[src/pbhdr_pkg.sv]
// Package for the protobuf packet header parser.
// Holds the field widths, the result record, the emit flags and the result queue depth.
// No dependencies.
package pbhdr_pkg;

  localparam int BYTE_W = 8;
  localparam int LEN_W  = 10;
  localparam int NODE_W = 32;
  localparam int ID_W   = 64;

  localparam int QAW    = 2;
  localparam int QDEPTH = 1 << QAW;
  localparam int QCW    = QAW + 1;

  typedef struct packed {
    logic              kind;
    logic [BYTE_W-1:0] payload_byte;
    logic [NODE_W-1:0] from_node;
    logic [NODE_W-1:0] to_node;
    logic [ID_W-1:0]   packet_id;
    logic [NODE_W-1:0] channel_value;
    logic [NODE_W-1:0] hop_cap;
    logic [NODE_W-1:0] hop_init;
    logic              ack_req;
    logic              last_of_run;
  } pbhdr_res_t;

  typedef struct packed {
    logic pay;
    logic sum;
  } pbhdr_emit_t;

endpackage

[src/pbhdr_if.sv]
// Valid/ready channel interfaces for the protobuf packet header parser.
// Depends on pbhdr_pkg for the field widths.
interface pbhdr_in_if import pbhdr_pkg::*; ();
  logic              valid;
  logic              ready;
  logic [BYTE_W-1:0] in_byte;
  logic [LEN_W-1:0]  msg_length;

  modport source (output valid, output in_byte, output msg_length, input ready);
  modport sink (input valid, input in_byte, input msg_length, output ready);
endinterface

interface pbhdr_out_if import pbhdr_pkg::*; ();
  logic              valid;
  logic              ready;
  logic              kind;
  logic [BYTE_W-1:0] payload_byte;
  logic [NODE_W-1:0] from_node;
  logic [NODE_W-1:0] to_node;
  logic [ID_W-1:0]   packet_id;
  logic [NODE_W-1:0] channel_value;
  logic [NODE_W-1:0] hop_cap;
  logic [NODE_W-1:0] hop_init;
  logic              ack_req;
  logic              last_of_run;

  modport source (output valid, output kind, output payload_byte, output from_node,
                  output to_node, output packet_id, output channel_value,
                  output hop_cap, output hop_init, output ack_req,
                  output last_of_run, input ready);
  modport sink (input valid, input kind, input payload_byte, input from_node,
                input to_node, input packet_id, input channel_value,
                input hop_cap, input hop_init, input ack_req,
                input last_of_run, output ready);
endinterface

[src/pbhdr_core.sv]
// Byte-at-a-time protobuf wire format decoder state and the per-byte next-state logic.
// Depends on pbhdr_pkg for widths and the result record.
module pbhdr_core import pbhdr_pkg::*; #(
  parameter int MAX_MSG_BYTES = 512
) (
  input  logic              clk,
  input  logic              rst_n,
  input  logic              fire,
  input  logic [BYTE_W-1:0] in_byte,
  input  logic [LEN_W-1:0]  msg_length,
  output pbhdr_emit_t       emit,
  output pbhdr_res_t        pay_res,
  output pbhdr_res_t        sum_res
);

  localparam int LW = $clog2(MAX_MSG_BYTES + 1);
  localparam int CW = (LW > LEN_W) ? LW : LEN_W;

  localparam logic [2:0] PH_TAG     = 3'd0;
  localparam logic [2:0] PH_VALUE   = 3'd1;
  localparam logic [2:0] PH_LEN     = 3'd2;
  localparam logic [2:0] PH_PAYLOAD = 3'd3;
  localparam logic [2:0] PH_SKIP    = 3'd4;
  localparam logic [2:0] PH_FIXED   = 3'd5;

  localparam logic [2:0] WT_VARINT  = 3'd0;
  localparam logic [2:0] WT_FIXED64 = 3'd1;
  localparam logic [2:0] WT_LEN     = 3'd2;
  localparam logic [2:0] WT_FIXED32 = 3'd5;

  localparam logic [NODE_W-1:0] FN_FROM  = 32'd1;
  localparam logic [NODE_W-1:0] FN_TO    = 32'd2;
  localparam logic [NODE_W-1:0] FN_ENC   = 32'd4;
  localparam logic [NODE_W-1:0] FN_ID    = 32'd6;
  localparam logic [NODE_W-1:0] FN_CHAN  = 32'd7;
  localparam logic [NODE_W-1:0] FN_HLIM  = 32'd8;
  localparam logic [NODE_W-1:0] FN_HSTRT = 32'd9;
  localparam logic [NODE_W-1:0] FN_ACK   = 32'd10;

  function automatic logic is_kept(input logic [NODE_W-1:0] fn);
    return fn inside {FN_FROM, FN_TO, FN_ID, FN_CHAN, FN_HLIM, FN_HSTRT, FN_ACK};
  endfunction

  logic [2:0]        phase_r, phase_stp, phase_nxt;
  logic [ID_W-1:0]   acc_r, acc_stp, acc_nxt;
  logic [3:0]        vcnt_r, vcnt_stp, vcnt_nxt;
  logic [NODE_W-1:0] fnum_r, fnum_stp, fnum_nxt;
  logic [LW-1:0]     left_r, left_nxt;
  logic [LW-1:0]     span_r, span_stp, span_nxt;
  logic [NODE_W-1:0] from_r, from_stp, from_nxt;
  logic [NODE_W-1:0] to_r, to_stp, to_nxt;
  logic [ID_W-1:0]   id_r, id_stp, id_nxt;
  logic [NODE_W-1:0] chan_r, chan_stp, chan_nxt;
  logic [NODE_W-1:0] hlim_r, hlim_stp, hlim_nxt;
  logic [NODE_W-1:0] hstrt_r, hstrt_stp, hstrt_nxt;
  logic              ack_r, ack_stp, ack_nxt;

  logic [CW-1:0]     ml_ext, ml_nz;
  logic [LW-1:0]     len_c, cur_left, rem;
  logic [6:0]        sh7;
  logic [ID_W-1:0]   vshift, fshift, vval;
  logic [3:0]        vcnt_inc;
  logic              vdone, len_ok, msg_end;
  logic [NODE_W-1:0] tag_fn;
  logic [2:0]        tag_wk;
  logic              tag_known;
  logic [LW-1:0]     span_dec;
  logic              store_en, id_fixed_en, pay_emit;
  logic [NODE_W-1:0] store_fn;
  logic [ID_W-1:0]   store_val;

  always_comb begin
    ml_ext   = CW'(msg_length);
    ml_nz    = (ml_ext == '0) ? CW'(1) : ml_ext;
    len_c    = (ml_nz > CW'(MAX_MSG_BYTES)) ? LW'(MAX_MSG_BYTES) : ml_nz[LW-1:0];
    cur_left = (left_r == '0) ? len_c : left_r;
    rem      = cur_left - LW'(1);
    msg_end  = (rem == '0);

    sh7      = {vcnt_r, 3'b000} - {3'b000, vcnt_r};
    vshift   = (sh7 < 7'd64) ? ({{(ID_W-7){1'b0}}, in_byte[6:0]} << sh7[5:0]) : '0;
    fshift   = (vcnt_r < 4'd8) ?
               ({{(ID_W-BYTE_W){1'b0}}, in_byte} << {vcnt_r[2:0], 3'b000}) : '0;
    vval     = acc_r | vshift;
    vcnt_inc = vcnt_r + 4'd1;
    vdone    = !in_byte[7] || (vcnt_inc >= 4'd10) || msg_end;
    len_ok   = (vval != '0) && (vval[ID_W-1:LW] == '0) && (vval[LW-1:0] <= rem);
    tag_fn   = vval[NODE_W+2:3];
    tag_wk   = vval[2:0];
    tag_known = is_kept(tag_fn) || (tag_fn == FN_ENC);
    span_dec = (span_r != '0) ? span_r - LW'(1) : span_r;

    phase_stp   = phase_r;
    acc_stp     = acc_r;
    vcnt_stp    = vcnt_r;
    fnum_stp    = fnum_r;
    span_stp    = span_r;
    store_en    = 1'b0;
    store_fn    = fnum_r;
    store_val   = '0;
    id_fixed_en = 1'b0;
    pay_emit    = 1'b0;

    case (phase_r)
      PH_TAG, PH_VALUE, PH_LEN: begin
        acc_stp  = vval;
        vcnt_stp = vcnt_inc;
        if (vdone) begin
          acc_stp   = '0;
          vcnt_stp  = '0;
          phase_stp = PH_TAG;
          if (phase_r == PH_TAG) begin
            fnum_stp = tag_fn;
            if (tag_known) begin
              if (tag_wk == WT_VARINT && tag_fn != FN_ENC) begin
                if (msg_end) begin
                  store_en = 1'b1;
                  store_fn = tag_fn;
                end else begin
                  phase_stp = PH_VALUE;
                end
              end else if (tag_fn == FN_ENC && tag_wk == WT_LEN) begin
                if (!msg_end) begin
                  phase_stp = PH_LEN;
                end
              end else if (tag_fn == FN_ID && tag_wk == WT_FIXED64) begin
                if (rem >= LW'(8)) begin
                  phase_stp = PH_FIXED;
                end
              end
            end else begin
              if (tag_wk == WT_VARINT || tag_wk == WT_LEN) begin
                if (!msg_end) begin
                  phase_stp = (tag_wk == WT_VARINT) ? PH_VALUE : PH_LEN;
                end
              end else if (tag_wk == WT_FIXED64 && rem >= LW'(8)) begin
                phase_stp = PH_SKIP;
                span_stp  = LW'(8);
              end else if (tag_wk == WT_FIXED32 && rem >= LW'(4)) begin
                phase_stp = PH_SKIP;
                span_stp  = LW'(4);
              end
            end
          end else if (phase_r == PH_VALUE) begin
            if (is_kept(fnum_r)) begin
              store_en  = 1'b1;
              store_val = vval;
            end
          end else if (len_ok) begin
            span_stp  = vval[LW-1:0];
            phase_stp = (fnum_r == FN_ENC) ? PH_PAYLOAD : PH_SKIP;
          end
        end
      end
      PH_PAYLOAD, PH_SKIP: begin
        pay_emit = (phase_r == PH_PAYLOAD);
        span_stp = span_dec;
        if (span_dec == '0) begin
          phase_stp = PH_TAG;
        end
      end
      PH_FIXED: begin
        acc_stp  = acc_r | fshift;
        vcnt_stp = vcnt_inc;
        if (vcnt_inc >= 4'd8) begin
          id_fixed_en = 1'b1;
          acc_stp     = '0;
          vcnt_stp    = '0;
          phase_stp   = PH_TAG;
        end
      end
      default: begin
        phase_stp = PH_TAG;
      end
    endcase

    from_stp  = from_r;
    to_stp    = to_r;
    id_stp    = id_r;
    chan_stp  = chan_r;
    hlim_stp  = hlim_r;
    hstrt_stp = hstrt_r;
    ack_stp   = ack_r;
    if (store_en) begin
      case (store_fn)
        FN_FROM:  from_stp  = store_val[NODE_W-1:0];
        FN_TO:    to_stp    = store_val[NODE_W-1:0];
        FN_ID:    id_stp    = store_val;
        FN_CHAN:  chan_stp  = store_val[NODE_W-1:0];
        FN_HLIM:  hlim_stp  = store_val[NODE_W-1:0];
        FN_HSTRT: hstrt_stp = store_val[NODE_W-1:0];
        FN_ACK:   ack_stp   = (store_val != '0);
        default: ;
      endcase
    end
    if (id_fixed_en) begin
      id_stp = acc_r | fshift;
    end

    left_nxt = rem;
    if (msg_end) begin
      phase_nxt = PH_TAG;
      acc_nxt   = '0;
      vcnt_nxt  = '0;
      fnum_nxt  = '0;
      span_nxt  = '0;
      from_nxt  = '0;
      to_nxt    = '0;
      id_nxt    = '0;
      chan_nxt  = '0;
      hlim_nxt  = '0;
      hstrt_nxt = '0;
      ack_nxt   = 1'b0;
    end else begin
      phase_nxt = phase_stp;
      acc_nxt   = acc_stp;
      vcnt_nxt  = vcnt_stp;
      fnum_nxt  = fnum_stp;
      span_nxt  = span_stp;
      from_nxt  = from_stp;
      to_nxt    = to_stp;
      id_nxt    = id_stp;
      chan_nxt  = chan_stp;
      hlim_nxt  = hlim_stp;
      hstrt_nxt = hstrt_stp;
      ack_nxt   = ack_stp;
    end

    emit.pay = fire && pay_emit;
    emit.sum = fire && msg_end;

    pay_res              = '0;
    pay_res.kind         = 1'b0;
    pay_res.payload_byte = in_byte;
    pay_res.last_of_run  = !msg_end;

    sum_res               = '0;
    sum_res.kind          = 1'b1;
    sum_res.from_node     = from_stp;
    sum_res.to_node       = to_stp;
    sum_res.packet_id     = id_stp;
    sum_res.channel_value = chan_stp;
    sum_res.hop_cap       = hlim_stp;
    sum_res.hop_init      = hstrt_stp;
    sum_res.ack_req       = ack_stp;
    sum_res.last_of_run   = 1'b1;
  end

  always_ff @(posedge clk) begin
    if (!rst_n) begin
      phase_r <= PH_TAG;
      acc_r   <= '0;
      vcnt_r  <= '0;
      fnum_r  <= '0;
      left_r  <= '0;
      span_r  <= '0;
      from_r  <= '0;
      to_r    <= '0;
      id_r    <= '0;
      chan_r  <= '0;
      hlim_r  <= '0;
      hstrt_r <= '0;
      ack_r   <= 1'b0;
    end else if (fire) begin
      phase_r <= phase_nxt;
      acc_r   <= acc_nxt;
      vcnt_r  <= vcnt_nxt;
      fnum_r  <= fnum_nxt;
      left_r  <= left_nxt;
      span_r  <= span_nxt;
      from_r  <= from_nxt;
      to_r    <= to_nxt;
      id_r    <= id_nxt;
      chan_r  <= chan_nxt;
      hlim_r  <= hlim_nxt;
      hstrt_r <= hstrt_nxt;
      ack_r   <= ack_nxt;
    end
  end

  a_idle_clean: assert property (@(posedge clk) disable iff (!rst_n)
    left_r == '0 |-> phase_r == PH_TAG && acc_r == '0 && vcnt_r == '0 &&
                     from_r == '0 && id_r == '0 && ack_r == 1'b0)
    else $error("Parser state not cleared between messages.");

  a_span_live: assert property (@(posedge clk) disable iff (!rst_n)
    phase_r == PH_PAYLOAD |-> span_r != '0 && span_r <= left_r)
    else $error("Payload span is empty or runs past the message end.");

  a_varint_len: assert property (@(posedge clk) disable iff (!rst_n)
    (phase_r == PH_TAG || phase_r == PH_VALUE || phase_r == PH_LEN) |-> vcnt_r < 4'd10)
    else $error("Varint byte count exceeded ten.");

  a_sum_ends: assert property (@(posedge clk) disable iff (!rst_n)
    emit.sum |=> left_r == '0)
    else $error("Summary issued without closing the message.");

endmodule

[src/pbhdr_outq.sv]
// Four-entry result queue that takes up to two results per transaction and returns one.
// Depends on pbhdr_pkg for the result record, the emit flags and the depth.
module pbhdr_outq import pbhdr_pkg::*; (
  input  logic        clk,
  input  logic        rst_n,
  input  pbhdr_emit_t emit,
  input  pbhdr_res_t  pay_res,
  input  pbhdr_res_t  sum_res,
  output logic        room,
  output logic        head_valid,
  input  logic        head_ready,
  output pbhdr_res_t  head
);

  pbhdr_res_t     q_r [QDEPTH];
  logic [QAW-1:0] head_r, head_nxt;
  logic [QAW-1:0] tail_r, tail_nxt;
  logic [QCW-1:0] count_r, count_nxt;
  logic [1:0]     push_n;
  logic           pop;
  pbhdr_res_t     first;

  always_comb begin
    push_n     = {1'b0, emit.pay} + {1'b0, emit.sum};
    first      = emit.pay ? pay_res : sum_res;
    head_valid = (count_r != '0);
    pop        = head_valid && head_ready;
    head       = q_r[head_r];
    room       = (count_r <= QCW'(QDEPTH - 2));
    count_nxt  = count_r + QCW'(push_n) - QCW'(pop);
    tail_nxt   = tail_r + QAW'(push_n);
    head_nxt   = head_r + QAW'(pop);
  end

  always_ff @(posedge clk) begin
    if (push_n != 2'd0) begin
      q_r[tail_r] <= first;
    end
    if (push_n == 2'd2) begin
      q_r[tail_r + QAW'(1)] <= sum_res;
    end
  end

  always_ff @(posedge clk) begin
    if (!rst_n) begin
      head_r  <= '0;
      tail_r  <= '0;
      count_r <= '0;
    end else begin
      head_r  <= head_nxt;
      tail_r  <= tail_nxt;
      count_r <= count_nxt;
    end
  end

  a_no_overflow: assert property (@(posedge clk) disable iff (!rst_n)
    count_r <= QCW'(QDEPTH))
    else $error("Result queue overflow.");

  a_push_has_room: assert property (@(posedge clk) disable iff (!rst_n)
    (emit.pay || emit.sum) |-> room)
    else $error("Results pushed while the queue lacked room for two.");

  a_pair_lands: assert property (@(posedge clk) disable iff (!rst_n)
    emit.pay && emit.sum && !pop |=> count_r >= QCW'(2))
    else $error("A payload and summary pair was not fully queued.");

endmodule

[src/protobuf_packet_header_parser.sv]
// Top level of the protobuf packet header parser: per-byte decoder and result queue.
// Depends on pbhdr_pkg, pbhdr_if, pbhdr_core and pbhdr_outq.
//
//   port   direction  contents per transaction
//   in_s   sink       in_byte, msg_length (length sampled on a message's first byte)
//   out_s  source     kind, payload_byte, kept header fields, last_of_run
//
// Each input byte is decoded in the cycle it is accepted, so one byte a cycle is taken
// while the queue has room. A byte yields zero, one or two results; these are registered
// into a four-entry queue, whose head is offered one result a cycle while the output
// is ready. Input is taken whenever the queue holds two results or fewer, so a stalled
// output holds the input off once three results wait.
// Reset is synchronous and active low and leaves the parser waiting for a message start.
module protobuf_packet_header_parser import pbhdr_pkg::*; #(
  parameter int MAX_MSG_BYTES = 512
) (
  input logic      clk,
  input logic      rst_n,
  pbhdr_in_if.sink   in_s,
  pbhdr_out_if.source out_s
);

  logic        fire;
  logic        room;
  logic        head_valid;
  pbhdr_emit_t emit;
  pbhdr_res_t  pay_res;
  pbhdr_res_t  sum_res;
  pbhdr_res_t  head;

  assign in_s.ready = room;
  assign fire       = in_s.valid && room;

  pbhdr_core #(
    .MAX_MSG_BYTES(MAX_MSG_BYTES)
  ) u_core (
    .clk       (clk),
    .rst_n     (rst_n),
    .fire      (fire),
    .in_byte   (in_s.in_byte),
    .msg_length(in_s.msg_length),
    .emit      (emit),
    .pay_res   (pay_res),
    .sum_res   (sum_res)
  );

  pbhdr_outq u_outq (
    .clk       (clk),
    .rst_n     (rst_n),
    .emit      (emit),
    .pay_res   (pay_res),
    .sum_res   (sum_res),
    .room      (room),
    .head_valid(head_valid),
    .head_ready(out_s.ready),
    .head      (head)
  );

  assign out_s.valid         = head_valid;
  assign out_s.kind          = head.kind;
  assign out_s.payload_byte  = head.payload_byte;
  assign out_s.from_node     = head.from_node;
  assign out_s.to_node       = head.to_node;
  assign out_s.packet_id     = head.packet_id;
  assign out_s.channel_value = head.channel_value;
  assign out_s.hop_cap       = head.hop_cap;
  assign out_s.hop_init      = head.hop_init;
  assign out_s.ack_req       = head.ack_req;
  assign out_s.last_of_run   = head.last_of_run;

endmodule
[src/flat_wrapper.sv]
// flat-port wrapper written by rule: the top's interface ports become plain ports
module protobuf_packet_header_parser_flat import pbhdr_pkg::*;
#(
  parameter int MAX_MSG_BYTES = 512
)
  (clk, rst_n, in_s_valid, in_s_in_byte, in_s_msg_length, in_s_ready, out_s_valid, out_s_kind, out_s_payload_byte, out_s_from_node, out_s_to_node, out_s_packet_id, out_s_channel_value, out_s_hop_cap, out_s_hop_init, out_s_ack_req, out_s_last_of_run, out_s_ready);
  pbhdr_in_if in_s_i ();
  pbhdr_out_if out_s_i ();
  input logic clk;
  input logic rst_n;
  input wire logic [$bits(in_s_i.valid)-1:0] in_s_valid;
  input wire logic [$bits(in_s_i.in_byte)-1:0] in_s_in_byte;
  input wire logic [$bits(in_s_i.msg_length)-1:0] in_s_msg_length;
  output wire logic [$bits(in_s_i.ready)-1:0] in_s_ready;
  output wire logic [$bits(out_s_i.valid)-1:0] out_s_valid;
  output wire logic [$bits(out_s_i.kind)-1:0] out_s_kind;
  output wire logic [$bits(out_s_i.payload_byte)-1:0] out_s_payload_byte;
  output wire logic [$bits(out_s_i.from_node)-1:0] out_s_from_node;
  output wire logic [$bits(out_s_i.to_node)-1:0] out_s_to_node;
  output wire logic [$bits(out_s_i.packet_id)-1:0] out_s_packet_id;
  output wire logic [$bits(out_s_i.channel_value)-1:0] out_s_channel_value;
  output wire logic [$bits(out_s_i.hop_cap)-1:0] out_s_hop_cap;
  output wire logic [$bits(out_s_i.hop_init)-1:0] out_s_hop_init;
  output wire logic [$bits(out_s_i.ack_req)-1:0] out_s_ack_req;
  output wire logic [$bits(out_s_i.last_of_run)-1:0] out_s_last_of_run;
  input wire logic [$bits(out_s_i.ready)-1:0] out_s_ready;
  assign in_s_i.valid = in_s_valid;
  assign in_s_i.in_byte = in_s_in_byte;
  assign in_s_i.msg_length = in_s_msg_length;
  assign in_s_ready = in_s_i.ready;
  assign out_s_valid = out_s_i.valid;
  assign out_s_kind = out_s_i.kind;
  assign out_s_payload_byte = out_s_i.payload_byte;
  assign out_s_from_node = out_s_i.from_node;
  assign out_s_to_node = out_s_i.to_node;
  assign out_s_packet_id = out_s_i.packet_id;
  assign out_s_channel_value = out_s_i.channel_value;
  assign out_s_hop_cap = out_s_i.hop_cap;
  assign out_s_hop_init = out_s_i.hop_init;
  assign out_s_ack_req = out_s_i.ack_req;
  assign out_s_last_of_run = out_s_i.last_of_run;
  assign out_s_i.ready = out_s_ready;
  protobuf_packet_header_parser #(.MAX_MSG_BYTES(MAX_MSG_BYTES)) u_core (.clk(clk), .rst_n(rst_n), .in_s(in_s_i), .out_s(out_s_i));
endmodule
[config.mk]
export PLATFORM = sky130hd
export DESIGN_NAME = protobuf_packet_header_parser_flat
export DESIGN_NICKNAME = d
export VERILOG_FILES = /design/src/pbhdr_pkg.sv /design/src/pbhdr_if.sv /design/src/pbhdr_core.sv /design/src/pbhdr_outq.sv /design/src/protobuf_packet_header_parser.sv /design/src/flat_wrapper.sv
export SDC_FILE = /design/constraint.sdc
export NUM_CORES = 2
export LEC_CHECK = 0
export BUFFER_PORTS_ARGS = -buffer_cell sky130_fd_sc_hd__clkbuf_2
export CELL_PAD_IN_SITES_DETAIL_PLACEMENT = 2
export CELL_PAD_IN_SITES_GLOBAL_PLACEMENT = 2
export CORE_MARGIN = 2
export CORE_UTILIZATION = 30
export CTS_BUF_LIST = sky130_fd_sc_hd__clkbuf_4 sky130_fd_sc_hd__clkbuf_8
export CTS_CLUSTER_SIZE = 40
export DETAILED_ROUTE_END_ITERATION = 6
export PLACE_DENSITY_LB_ADDON = 0.1
export SLEW_MARGIN = 20
export SYNTH_ARGS = -nofsm -noshare
export SYNTH_HDL_FRONTEND = slang
export SYNTH_SLANG_ARGS = --single-unit
export TNS_END_PERCENT = 1
[constraint.sdc]
create_clock -name clk -period 12.7 [get_ports clk]
set_input_delay 1.27 -clock clk [delete_from_list [all_inputs] [get_ports clk]]
set_output_delay 1.27 -clock clk [all_outputs]
set_load 0.005 [all_outputs]
==> flow_summary.yaml <==
drt:
  remaining_drc_errors: 0
  count_of_nets_left_with_antenna_violations_after_detail_routing: 0
  total_number_of_vias: 45200
  avgRoutedWirePerCell_um: 30.2
  firstDrtPassIters: 5
  final_wirelength_um: 250000
  drt-initial-drc-count: 3123
  route.detailed.vias_per_inst: 5.47
run_status:
  run_status: "finished, final reports clean"
critical_path:
  timing.critical_path.from_type: "flip-flop"
  worst-r2r-cell-count: 20
  crit_chain: "or4_4 > nor3_1 > a21oi_1 > ha_1 > nor2b_1 > o41ai_2 > nor4_1 > o221a_1 > nand4_1 > buf_4 > nor2_1 > ha_1 > nor2_1 > a21oi_1 > nand2_1 > inv_8 > nand2_4 > buf_4 > buf_4 > nor3_1"
  worst_r2r_startpoint: "u_core.u_core.left_r[3]"
  reg2reg_to: "u_core.u_outq.q_r[3][151]"
  crit_path_max_incr_delay_ps: 770
  cp_dominant_cell_by_count: "buf_4"
  crit_fanout: 93
  path_class: "reg -> reg"
  reg2reg_setup_slack_ps: 5090
  timing.critical_path.required_ps: 13410
  worst_ep_arrival_time_ps: 8330
  slowest_stage: "buf_4"
  category_of_the_worst_setup_path_capture_point: "flip-flop"
clock_network:
  post_cts_resized: 0
  post-cts-setup-buffers: 0
  clk_latency_ps: 1020
  cts.sink_count: 1295
  htree_num_levels: 4
  cts.path.max_buffers: 3
  cts-root-buf: "clkbuf_8"
  cts.clk_slew.worst_paths_ps: 60
  postCtsHoldBufs: 0
  cts_buffers: 234
  tritoncts_clock_tree: "built"
place:
  place.gp.congestion: 0.830
  place.port_buffers: 258
  hpwl_um: 155000
timing:
  grt_setup_unrepaired: "false"
  setup_total_negative_slack_ps: 0
  worst_slew_margin_rel_pct: 18.3
  final_min_period_over_clock_period_pct: 59.9
  setup_viol: 0
  finClkSkew_ps: 85.5
  slew_worst_pin_ps: 1230
  timing_hold_violations_final: 0
  clock.fmax_ghz: 0.131
  period_minus_slack_ps: 7610
  slew_viol_final: 0
yosys:
  synth-simple-area-share_pct: 14.7
  synth_flop_cell: "edfxtp_1"
  synth.largest_area_cell: "edfxtp_1"
  postSynthCellCount: 5201
  synth-async-reset-ratio_pct: 0
  post-synth-top-area-fraction_pct: 44.6
  mappedNetlistNets: 5248
  synth_area_um2: 60600
  xor_xnor_fraction_of_synth_area_pct: 0.260
  synth_adder_area_share_pct: 0.529
  yosys_warnings: 0
  synth-compound-area-share_pct: 10.0
  combinational_family_with_the_most_area_after_synthesis: "simple AND/OR/NAND/NOR gates"
  synth.yosys.seq_area_share_pct: 57.6
  synth_enable_flop_cells: 900
  synth_area_per_cell_um2: 11.7
  post_synth_num_cell_types: 88
  synth_seq_cells: 1295
  netlist_top_cells_area: "edfxtp_1, dfxtp_1, mux4_2"
  synth.mux.area_fraction_pct: 13.6
floorplan:
  num_io_pins: 259
  die_x_um: 453
  start_util_pct: 30.3
  design.core.area_um2: 200000
  dieHeight_um: 453
  placementRows: 164
  design.die.area_um2: 206000
layout:
  mostFrequentLayoutCells: "edfxtp_1, nor2_1, nand2_1, dfxtp_1, nor3_1"
  final_nets: 5438
  ratio_of_cells_with_drive_above_1_in_the_final_layout_pct: 21.0
  leading_cell_type_in_the_layout_fill_and_taps_excluded: "edfxtp_1"
  syn2layout_area_growth_pct: 15.4
worst_hold_path:
  hold_path.startpoint: "u_core.u_outq.q_r[0][234]"
  hold_path_end: "u_core.u_outq.q_r[0][234]"
  holdPathStages: 2
  holdCritPathClass: "reg -> reg"
power_and_ir_drop:
  design_power_total_mw: 11.6
  vdd_ir_drop_max_v: 0.000126
  p_per_area_nw_per_um2: 166
  power.static_leakage_nw: 22.5
grt:
  antenna_found_initial: 11
  number_of_global_route_vias_before_repair: 48300
  grt_max_degree: 133
  grt_usage_pct: 24.0
  gr-total-overflow: 0
  first_pass_grt_wire_length_um: 359000
job:
  max-cap-violations: 0
-- final cells by class --
| cell class | count | area, µm² |
|---|---|---|
| Clock inverter | 80 | 532 |
| Inverter | 52 | 225 |
| Timing Repair Buffer | 387 | 2360 |
| Multi-Input combinational cell | 3421 | 24200 |
| Antenna cell | 6 | 15.0 |
| Fill cell | 21000 | 130000 |
| Clock buffer | 364 | 4360 |
| Tap cell | 2656 | 3320 |
| Sequential cell | 1295 | 34900 |
-- cell families (layout without fill, tap and decap cells) --
| kind of cell | Yosys count | in the layout |
|---|---|---|
| other cells | 0 | 6 |
| compound gates | 860 | 860 |
| xor+xnor | 18 | 18 |
| simple gates | 1993 | 1993 |
| flops | 1295 | 1295 |
| mux | 525 | 525 |
| fa+ha+maj | 25 | 25 |
| buf+inv | 485 | 883 |
-- state kept, by name, indices dropped and copies added (netlist names) --
name,flops
u_core.u_core.hstrt_r,32
u_core.u_core.to_r,32
u_core.u_core.from_r,32
u_core.u_core.span_r,10
u_core.u_core.hlim_r,32
u_core.u_outq.tail_r,2
u_core.u_core.id_r,64
u_core.u_core.left_r,10
u_core.u_core.phase_r,3
u_core.u_core.vcnt_r,4
u_core.u_outq.head_r,2
u_core.u_outq.count_r,3
u_core.u_core.acc_r,64
u_core.u_outq.q_r,940
u_core.u_core.chan_r,32
u_core.u_core.fnum_r,32
u_core.u_core.ack_r,1
-- worst max-delay path by stage --
stage,start,endpoint,slack [ps],cells after the start
global placement,in_s_msg_length[9],u_core.u_outq.q_r[3][151],4430,21
detailed placement,in_s_msg_length[9],u_core.u_outq.q_r[3][159],4290,21
finish,u_core.u_core.left_r[3],u_core.u_outq.q_r[3][151],5090,20
CTS,u_core.u_core.left_r[3],u_core.u_outq.q_r[3][126],4990,20
global route,u_core.u_core.left_r[3],u_core.u_outq.q_r[3][152],4490,20
floorplan,in_s_msg_length[9],u_core.u_outq.q_r[1][155],2450,21
-- critical path, delay by kind of cell (launching register included) --
family          cells  cell delay, ps
flops               1             410
simple gates       10            3190
buf+inv             4            2230
compound gates      4             750
fa+ha+maj           2             530
-- layer usage --
metal  part of all wire, %  track usage [%]
met1                    47             33.7
met2                    47             38.9
met3                   4.1             3.12
met4                   2.3             6.29
met5                     0                0
-- metrics by stage --
step	hold WS (ps)	area, µm²	instances	util [%]	setup WS [ps]
floorplan	417	60600	5201	-	2450
global placement	430	65000	7810	32.5	4430
detailed placement	445	65000	7810	32.5	4290
CTS	454	69900	8254	34.9	4990
global route	473	69900	8256	34.9	4490
finish	452	69900	8261	34.9	5090
-- cell usage after synthesis, drive strengths merged (9+ instances only) --
cell type and number:
a21oi 168, dfxtp 395, xnor2 10, o2bb2ai 61, or3 58, mux4 240, o211ai 16, clkbuf 324
and3 9, nor3 286, buf 109, a22oi 49, a22o 33, nor2 700, nor4 31, inv 51
o31ai 65, or4 16, and2 96, mux2i 278, a31oi 18, o21ai 194, nor2b 82, edfxtp 900
a21boi 50, o22ai 36, nand2b 17, nand4 17, nand2 578, o21a 11, a21o 17, a211oi 16
or2 10, a221oi 59, nand3 76, ha 24
-- power by group --
group	total, mW	switching (mW)	internal [mW]
sequential	4.70	0.123	4.58
clock	4.17	1.90	2.27
combinational	2.77	1.81	0.961
Power figures use the tool's default switching activity.
